$ cat src/hw/rtl/iaid_pkg.sv
// ----------------------------------------------------------------------------
// iaid_pkg: shared types and constants for the indexed array editor
// Word layouts, action and status codes, cell broadcast and read tree sizing.
// ----------------------------------------------------------------------------
package iaid_pkg;

  localparam int DEPTH    = 512;
  localparam int DATA_W   = 32;
  localparam int POS_W    = 9;
  localparam int ACT_W    = 2;
  localparam int STATUS_W = 2;
  localparam int ENTRY_W  = 10;
  localparam int CNT_W    = $clog2(DEPTH + 1);
  localparam int IDX_W    = $clog2(DEPTH);
  localparam int CMP_W    = (POS_W > CNT_W) ? POS_W : CNT_W;

  // read tree: fan-in per node and padded leaf row
  localparam int FAN     = 8;
  localparam int LEAF_N  = DEPTH + FAN;

  localparam logic [ACT_W-1:0] ACT_INSERT = 2'd0;
  localparam logic [ACT_W-1:0] ACT_DELETE = 2'd1;
  localparam logic [ACT_W-1:0] ACT_MODIFY = 2'd2;
  localparam logic [ACT_W-1:0] ACT_READ   = 2'd3;

  localparam logic [STATUS_W-1:0] ST_DONE  = 2'd0;
  localparam logic [STATUS_W-1:0] ST_RANGE = 2'd1;
  localparam logic [STATUS_W-1:0] ST_FULL  = 2'd2;

  typedef struct packed {
    logic [ACT_W-1:0]         action;
    logic [POS_W-1:0]         position;
    logic signed [DATA_W-1:0] new_value;
  } in_word_t;

  typedef struct packed {
    logic [STATUS_W-1:0]      status;
    logic signed [DATA_W-1:0] read_value;
    logic [ENTRY_W-1:0]       entry_count;
  } out_word_t;

  // broadcast from the controller to every cell
  typedef struct packed {
    logic              go;
    logic [ACT_W-1:0]  act;
    logic [POS_W-1:0]  pos;
    logic [CNT_W-1:0]  count;
    logic [DATA_W-1:0] value;
  } cell_bc_t;

  // number of live nodes at tree level l
  function automatic int lvl_width(input int l);
    int w;
    w = DEPTH;
    for (int k = 0; k < l; k++) begin
      w = (w + FAN - 1) / FAN;
    end
    return w;
  endfunction

  function automatic int tree_levels();
    int w;
    int n;
    w = DEPTH;
    n = 0;
    while (w > 1) begin
      w = (w + FAN - 1) / FAN;
      n = n + 1;
    end
    return (n < 1) ? 1 : n;
  endfunction

  localparam int LVLS = tree_levels();

endpackage

$ cat src/hw/rtl/iaid_cell.sv
// ----------------------------------------------------------------------------
// iaid_cell: one entry of the packed array
// Holds, loads the new value, or takes a neighbor's entry on a shift.
// ----------------------------------------------------------------------------
module iaid_cell (
  input  logic                      clk,
  input  iaid_pkg::cell_bc_t        bc,
  input  logic [iaid_pkg::IDX_W-1:0]  idx,
  input  logic [iaid_pkg::DATA_W-1:0] left_val,
  input  logic [iaid_pkg::DATA_W-1:0] right_val,
  output logic [iaid_pkg::DATA_W-1:0] val,
  output logic [iaid_pkg::DATA_W-1:0] sel_val
);
  import iaid_pkg::*;

  logic [DATA_W-1:0] val_r;
  logic [DATA_W-1:0] val_nxt;
  logic [CMP_W-1:0]  ix;
  logic [CMP_W-1:0]  p;
  logic [CMP_W-1:0]  cnt;
  logic [CMP_W:0]    ix_inc;
  logic              hit;

  assign ix     = CMP_W'(idx);
  assign p      = CMP_W'(bc.pos);
  assign cnt    = CMP_W'(bc.count);
  assign ix_inc = {1'b0, ix} + (CMP_W + 1)'(1);
  assign hit    = (ix == p);

  always_comb begin
    val_nxt = val_r;
    if (bc.go) begin
      unique case (bc.act)
        ACT_INSERT: begin
          if (hit) begin
            val_nxt = bc.value;
          end else if (ix > p && ix <= cnt) begin
            val_nxt = left_val;
          end
        end
        ACT_DELETE: begin
          if (ix >= p && ix_inc < {1'b0, cnt}) begin
            val_nxt = right_val;
          end
        end
        ACT_MODIFY: begin
          if (hit) begin
            val_nxt = bc.value;
          end
        end
        default: begin
          val_nxt = val_r;
        end
      endcase
    end
  end

  always_ff @(posedge clk) begin
    val_r <= val_nxt;
  end

  assign val     = val_r;
  assign sel_val = hit ? val_r : '0;

endmodule

$ cat config.mk
export PLATFORM = sky130hd
export DESIGN_NAME = iaid_cell
export DESIGN_NICKNAME = d
export VERILOG_FILES = /design/src/hw/rtl/iaid_pkg.sv /design/src/hw/rtl/iaid_cell.sv
export SDC_FILE = /design/constraint.sdc
export NUM_CORES = 1
export LEC_CHECK = 0
export BUFFER_PORTS_ARGS = -buffer_cell sky130_fd_sc_hd__buf_2
export CORE_UTILIZATION = 43
export DETAILED_ROUTE_END_ITERATION = 6
export PLACE_DENSITY = 0.92
export SLEW_MARGIN = 20
export SYNTH_ARGS = -nofsm -noshare
export SYNTH_HDL_FRONTEND = slang
export SYNTH_SLANG_ARGS = --single-unit
$ cat constraint.sdc
create_clock -name clk -period 7.4 [get_ports clk]
set_clock_uncertainty 0.1 [all_clocks]
set_input_delay 2.22 -clock clk [delete_from_list [all_inputs] [get_ports clk]]
set_output_delay 2.22 -clock clk [all_outputs]
set_load 0.005 [all_outputs]
==> results.py, run 1 <==
metrics = {
    "run_status": {
        "status": "finished with violations",
        "violations": "design-rule violations",
    },
    "timing": {
        "timing.final.ws_setup_ps": 1282,
        "period_minus_slack_ps": 6118,
        "period_share": 0.8267,
        "setup_viol_count_final": 0,
        "holdWs_ps": 2217,
        "timing_hold_violations_final": 0,
        "finalMaxSlewViolations": 0,
        "rsz0062_at_grt": "no",
        "worst_slew_pin_slew_ps": 956.5,
        "relSlewSlack": 0.3614,
        "fin_setup_tns_ps": 0,
        "max_clock_freq_ghz": 0.1635,
    },
    "floorplanning": {
        "die_y_um": 84.64,
        "rows": 29,
        "floorplan.initialDensity": 0.4547,
        "die_w_um": 84.64,
        "pin_count": 192,
        "core-area_um2": 6459,
        "die_area_um2": 7164,
    },
    "clock_network": {
        "ctsResizeCount": 0,
        "post_cts_buffers": 0,
        "cts-root-buf": "clkbuf_8",
        "cts.sinks": 32,
        "clockBufferDepth": 2,
        "htreeDepth": 2,
        "clkTransAtPathRegs_ps": 60,
        "cts-buffers-inserted": 5,
        "cts_tree": "built",
        "hold_buffers": 0,
    },
    "final_layout": {
        "seq_area_um2": 960.9,
        "finalNetCount": 673,
        "syn_to_final_growth_pct": 35.07,
        "fill_cells": 564,
        "final_cells": 591,
        "diodes": 0,
        "largest_register_ffs": 32,
        "drive_gt1_frac": 0.4047,
        "multiInputGateArea_um2": 1737,
    },
    "route": {
        "vias_per_cell": 5.831,
        "drt_pre_antenna_iters": 7,
        "wl_per_cell_um": 16.75,
        "drc": 16,
        "final_antenna_net_count": 0,
        "dr_total_vias": 3446,
        "routed_wl_um": 9899,
        "drt_iter0_drc": 234,
    },
    "pwr": {
        "leakage_uw": 0.002089,
        "power_density_nw_per_um2": 137.3,
        "ir_drop_mv": 0.08282,
    },
    "critical_path": {
        "required_ps": 5080,
        "worstSetupStartpointType": "input port",
        "cp_max_fo": 34,
        "worstPathArrival_ps": 3800,
        "crit_type": "in2out",
        "endpoint_kind": "primary output",
    },
    "yosys": {
        "synth_seq_area_share": 0.3272,
        "synthesis.area_um2": 2937,
        "synthCells": 339,
        "synth_ff_type": "edfxtp_1",
        "synth-edff-count": 32,
        "async_reset_ff_frac": 0,
        "ys.warnings.count": 0,
        "synthXorXnorAreaFrac": 0.02088,
        "synth_fa_ha_area_frac": 0.1363,
        "synth_seq_cells": 32,
        "synth_area_per_cell_um2": 8.662,
        "synthSimpleGateAreaFrac": 0.2122,
        "yosys-mux-area-fraction": 0,
        "synth_compound_area_frac": 0.2169,
        "synth_top_family_by_area": "compound AO/OA/AOI/OAI gates",
        "synth_cell_type_count": 33,
        "synth_fp_nets": 499,
    },
    "global_routing": {
        "grt_pass1_vias": 3330,
        "antenna_found_initial": 0,
        "grt_pass1_wl_um": 15460,
        "track_usage": 0.2725,
        "grt_max_degree": 63,
        "grt-ovfl-total": 0,
    },
    "flow_run": {
        "cap_violations": 0,
    },
    "placement": {
        "gp_congestion": 0.8732,
        "dpl.cell_count": 583,
        "place_ws_ps": 1316,
        "io_buffers": 191,
        "detailed_place_hpwl_um": 7607,
    },
    "worst_hold_path": {
        "hp-class": "in2reg",
    },
}
==> layer usage <==
metal	track usage	vias to the layer above	wire (um)
met5	0	-	0
met4	0.1171	0	312
met3	0.04818	32	699
met2	0.4878	172	5006
met1	0.3199	1616	3879
li1	-	1626	-
==> cell usage after synthesis, types with 5 or more instances <==
| cell | number | area (um2) |
|---|---|---|
| clkbuf_1 | 22 | 82.58 |
| inv_1 | 22 | 82.58 |
| ha_1 | 32 | 400.4 |
| and3_1 | 35 | 219.0 |
| nand2_1 | 69 | 259.0 |
| o21ai_0 | 5 | 25.02 |
| nand3_1 | 11 | 55.05 |
| a221oi_1 | 31 | 271.5 |
| a21oi_1 | 10 | 50.05 |
| xnor2_1 | 6 | 52.55 |
| a31oi_1 | 31 | 193.9 |
| edfxtp_1 | 32 | 960.9 |
==> critical path, stage by stage <==
cell and delay (ps):
buf_2 140, ha_1 290, nand4_1 190, nor2_4 560, and3_1 260, buf_2 120
==> final timing paths <==
kind               start         end  slack (ps)  cells after the start
setup / recovery  idx[2]  sel_val[7]        1280                      6
hold / removal    bc[24]     val[24]        2220                      3
==> metrics by stage <==
| stage | area (um2) | power (uW) | util |
|---|---|---|---|
| 2_1_floorplan | 2937 | 310.0 | - |
| 3_3_place_gp | 3856 | 378.9 | 0.5971 |
| 3_5_place_dp | 3856 | 386.2 | 0.5971 |
| 4_1_cts | 3964 | 548.8 | 0.6137 |
| 5_1_grt | 3966 | 576.5 | 0.6141 |
| 6_report | 3966 | 544.7 | 0.6141 |
==> power by group <==
part	internal (uW)	switching, uW	total [uW]	leakage, uW
Clock	99.8	61.2	161	0.0000552
Sequential	218	6.55	225	0.000285
Combinational	71.7	86.9	159	0.00175
Total	390	155	545	0.00209
==> layout by cell type, fill, tap and decap left out, types with 2 or more instances in the layout <==
master	synthesis	layout
ha_1	32	32
nor3_1	2	2
nor2_1	2	2
nand4_1	2	2
and3_1	35	35
clkbuf_8	0	5
o211ai_1	2	2
o21ai_1	3	3
buf_2	1	191
xnor2_1	6	6
a221oi_1	31	31
edfxtp_1	32	32
nand3_1	11	11
a31oi_1	31	31
buf_4	0	3
a21o_1	3	3
o21ai_0	5	5
inv_1	22	22
a21oi_1	10	10
nand2_1	69	68
==> cells by family after synthesis <==
family / after synthesis
and+or+nand+nor: 128
adders and majority gates: 32
AOI/OAI and AO/OA: 90
xor gates and xnor gates: 7
DFF: 32
buffers and inverters: 50
==> area by class of cell <==
cell class	instances	area share
tap	77	0.02429
multi-input combinational	257	0.4379
clock buffer	6	0.01830
clock inverter	2	0.008833
timing repair buffer	194	0.2467
sequential	32	0.2423
inverter	23	0.02177
No activity file was read; power rests on OpenSTA's default activity.
==> run 2, diff against run 1 <==
--- a/config.mk
+++ b/config.mk
@@ -5,10 +5,11 @@
 export SDC_FILE = /design/constraint.sdc
 export NUM_CORES = 1
 export LEC_CHECK = 0
+export ABC_AREA = 1
 export BUFFER_PORTS_ARGS = -buffer_cell sky130_fd_sc_hd__buf_2
-export CORE_UTILIZATION = 43
+export CORE_UTILIZATION = 40
 export DETAILED_ROUTE_END_ITERATION = 6
-export PLACE_DENSITY = 0.92
+export PLACE_DENSITY = 0.88
 export SLEW_MARGIN = 20
 export SYNTH_ARGS = -nofsm -noshare
 export SYNTH_HDL_FRONTEND = slang
==> constraint.sdc (replaced) <==
create_clock -name clk -period 5.5 [get_ports clk]
set_clock_uncertainty 0.1 [all_clocks]
set_input_delay 1.65 -clock clk [delete_from_list [all_inputs] [get_ports clk]]
set_output_delay 1.65 -clock clk [all_outputs]
set_load 0.005 [all_outputs]
==> results.py, run 2 <==
metrics = {
    "run_status": {
        "status": "completed",
    },
    "clock_network": {
        "cts_tree": "built",
        "clkTransAtPathRegs_ps": 70,
        "clockBufferDepth": 2,
        "cts-root-buf": "clkbuf_8",
        "cts-buffers-inserted": 5,
        "hold_buffers": 0,
        "post_cts_buffers": 0,
        "cts.sinks": 32,
        "htreeDepth": 2,
        "ctsResizeCount": 0,
    },
    "global_routing": {
        "antenna_found_initial": 0,
        "grt-ovfl-total": 0,
        "grt_pass1_wl_um": 14500,
        "track_usage": 0.2124,
        "grt_pass1_vias": 3431,
        "grt_max_degree": 49,
    },
    "floorplanning": {
        "die_area_um2": 8367,
        "core-area_um2": 7727,
        "die_y_um": 91.47,
        "rows": 32,
        "die_w_um": 91.47,
        "floorplan.initialDensity": 0.4143,
        "pin_count": 192,
    },
    "critical_path": {
        "cp_common_cell": "buf_2",
        "cpPeakStageDelay_ps": 420,
        "crit_type": "in2out",
        "worstSetupStartpointType": "input port",
        "worstPathCellList": "buf_2 -> ha_1 -> nand2_1 -> inv_1 -> nand4_4 -> buf_4 -> nor2_1 -> buf_2",
        "slowest_stage": "buf_4",
        "cp_max_fo": 48,
        "required_ps": 3750,
        "worstPathArrival_ps": 3020,
        "endpoint_kind": "primary output",
    },
    "yosys": {
        "synth_area_leaders": "edfxtp_1 30%, ha_1 13%, inv_1 12%",
        "synth_top_area_share": 0.3001,
        "ys.warnings.count": 0,
        "synth_fp_nets": 595,
        "synth_area_per_cell_um2": 7.361,
        "synth_common_cells": "105 x inv_1, 76 x nor2_1, 41 x a21oi_1, 35 x nand2_1",
        "post-synth-top-count-cell": "inv_1",
        "synth-edff-count": 32,
        "synth_cell_type_count": 25,
        "synth_seq_cells": 32,
        "synthesis.area_um2": 3202,
        "synth_seq_area_share": 0.3001,
        "synthCells": 435,
        "async_reset_ff_frac": 0,
        "synth.largest_area_cell": "edfxtp_1",
        "synth_ff_type": "edfxtp_1",
    },
    "pwr": {
        "leakage_uw": 0.002432,
        "power.total_uw": 713.0,
        "switchingPower_uw": 224.6,
        "p_int_uw": 488.4,
        "clockPowerShare": 0.246,
        "power_frac_comb": 0.327,
        "switching_share": 0.3150,
        "pwr-share-seq": 0.426,
        "power_density_nw_per_um2": 167.2,
        "ir_drop_mv": 0.07940,
    },
    "timing": {
        "timing_hold_violations_final": 0,
        "max_clock_freq_ghz": 0.2095,
        "fin_setup_tns_ps": 0,
        "finalMaxSlewViolations": 0,
        "period_minus_slack_ps": 4773,
        "holdWs_ps": 1581,
        "rsz0062_at_grt": "no",
        "period_share": 0.8678,
        "timing.final.ws_setup_ps": 727.1,
        "relSlewSlack": 0.5707,
        "setup_viol_count_final": 0,
        "worst_slew_pin_slew_ps": 640.1,
    },
    "final_layout": {
        "layout_common_cells": "191 x buf_2, 105 x inv_1, 76 x nor2_1",
        "finalNetCount": 776,
        "diodes": 0,
        "syn_to_final_growth_pct": 33.22,
        "final_common_cell": "buf_2",
        "drive_gt1_frac": 0.3387,
        "largest_register_ffs": 32,
    },
    "route": {
        "drc": 0,
        "drt_pre_antenna_iters": 4,
        "routed_wl_um": 8944,
        "vias_per_cell": 4.944,
        "drt_iter0_drc": 95,
        "wl_per_cell_um": 12.44,
        "final_antenna_net_count": 0,
        "dr_total_vias": 3555,
    },
    "flow_run": {
        "cap_violations": 0,
    },
    "worst_hold_path": {
        "hp-class": "in2reg",
    },
    "placement": {
        "detailed_place_hpwl_um": 7213,
        "place_ws_ps": 743.9,
        "io_buffers": 191,
        "gp_congestion": 0.8262,
    },
}
==> run 2: path summary, 6_finish.rpt <==
check,start,end,slack (ps),depth (start not counted)
hold / removal,left_val[31],val[31],1580,3
setup / recovery,idx[4],sel_val[15],730,8
==> run 2: final cells by class <==
| cell class | instances | area (um2) |
|---|---|---|
| clock inverter | 2 | 11.26 |
| tap | 102 | 127.6 |
| fill | 707 | 3462 |
| inverter | 106 | 397.9 |
| sequential | 32 | 960.9 |
| multi-input combinational | 273 | 1674 |
| timing repair buffer | 198 | 1021 |
| clock buffer | 6 | 72.57 |
==> run 2: power groups by stage <==
stage / sequential (uW) / combinational [uW] / clock (uW)
finish: 304 / 233 / 176
global route: 306 / 267 / 192
detailed placement: 309 / 234 / 0
global placement: 309 / 223 / 0
CTS: 304 / 234 / 181
floorplan: 310 / 129 / 0
==> run 2: cell families after synthesis <==
logic type	count (synthesis)	synth area share
buffers and inverters	130	0.1805
and+or+nand+nor	123	0.1575
AOI/OAI and AO/OA	111	0.2177
adders and majority gates	32	0.1250
DFF	32	0.3001
xor gates and xnor gates	7	0.01915
==> run 2: through the flow <==
stage,area [um2],cells,utilization
global route,4265,719,0.5520
detailed placement,4182,711,0.5411
finish,4265,719,0.5520
floorplan,3202,435,-
global placement,4182,711,0.5411
CTS,4265,719,0.5520
==> run 2: routing by layer <==
layer,wire length [um],track usage,up-vias
li1,-,-,1797
met1,3690,0.2343,1591
met2,4606,0.4048,153
met3,518,0.03434,14
met4,128,0.07540,0
met5,0,0,-
==> run 2: worst max-delay path, delay by kind of cell <==
| kind | cells | cell delay (ps) |
|---|---|---|
| adder cells (fa/ha/maj) | 1 | 300 |
| AND/OR/NAND/NOR | 3 | 270 |
| buffers and inverters | 4 | 780 |
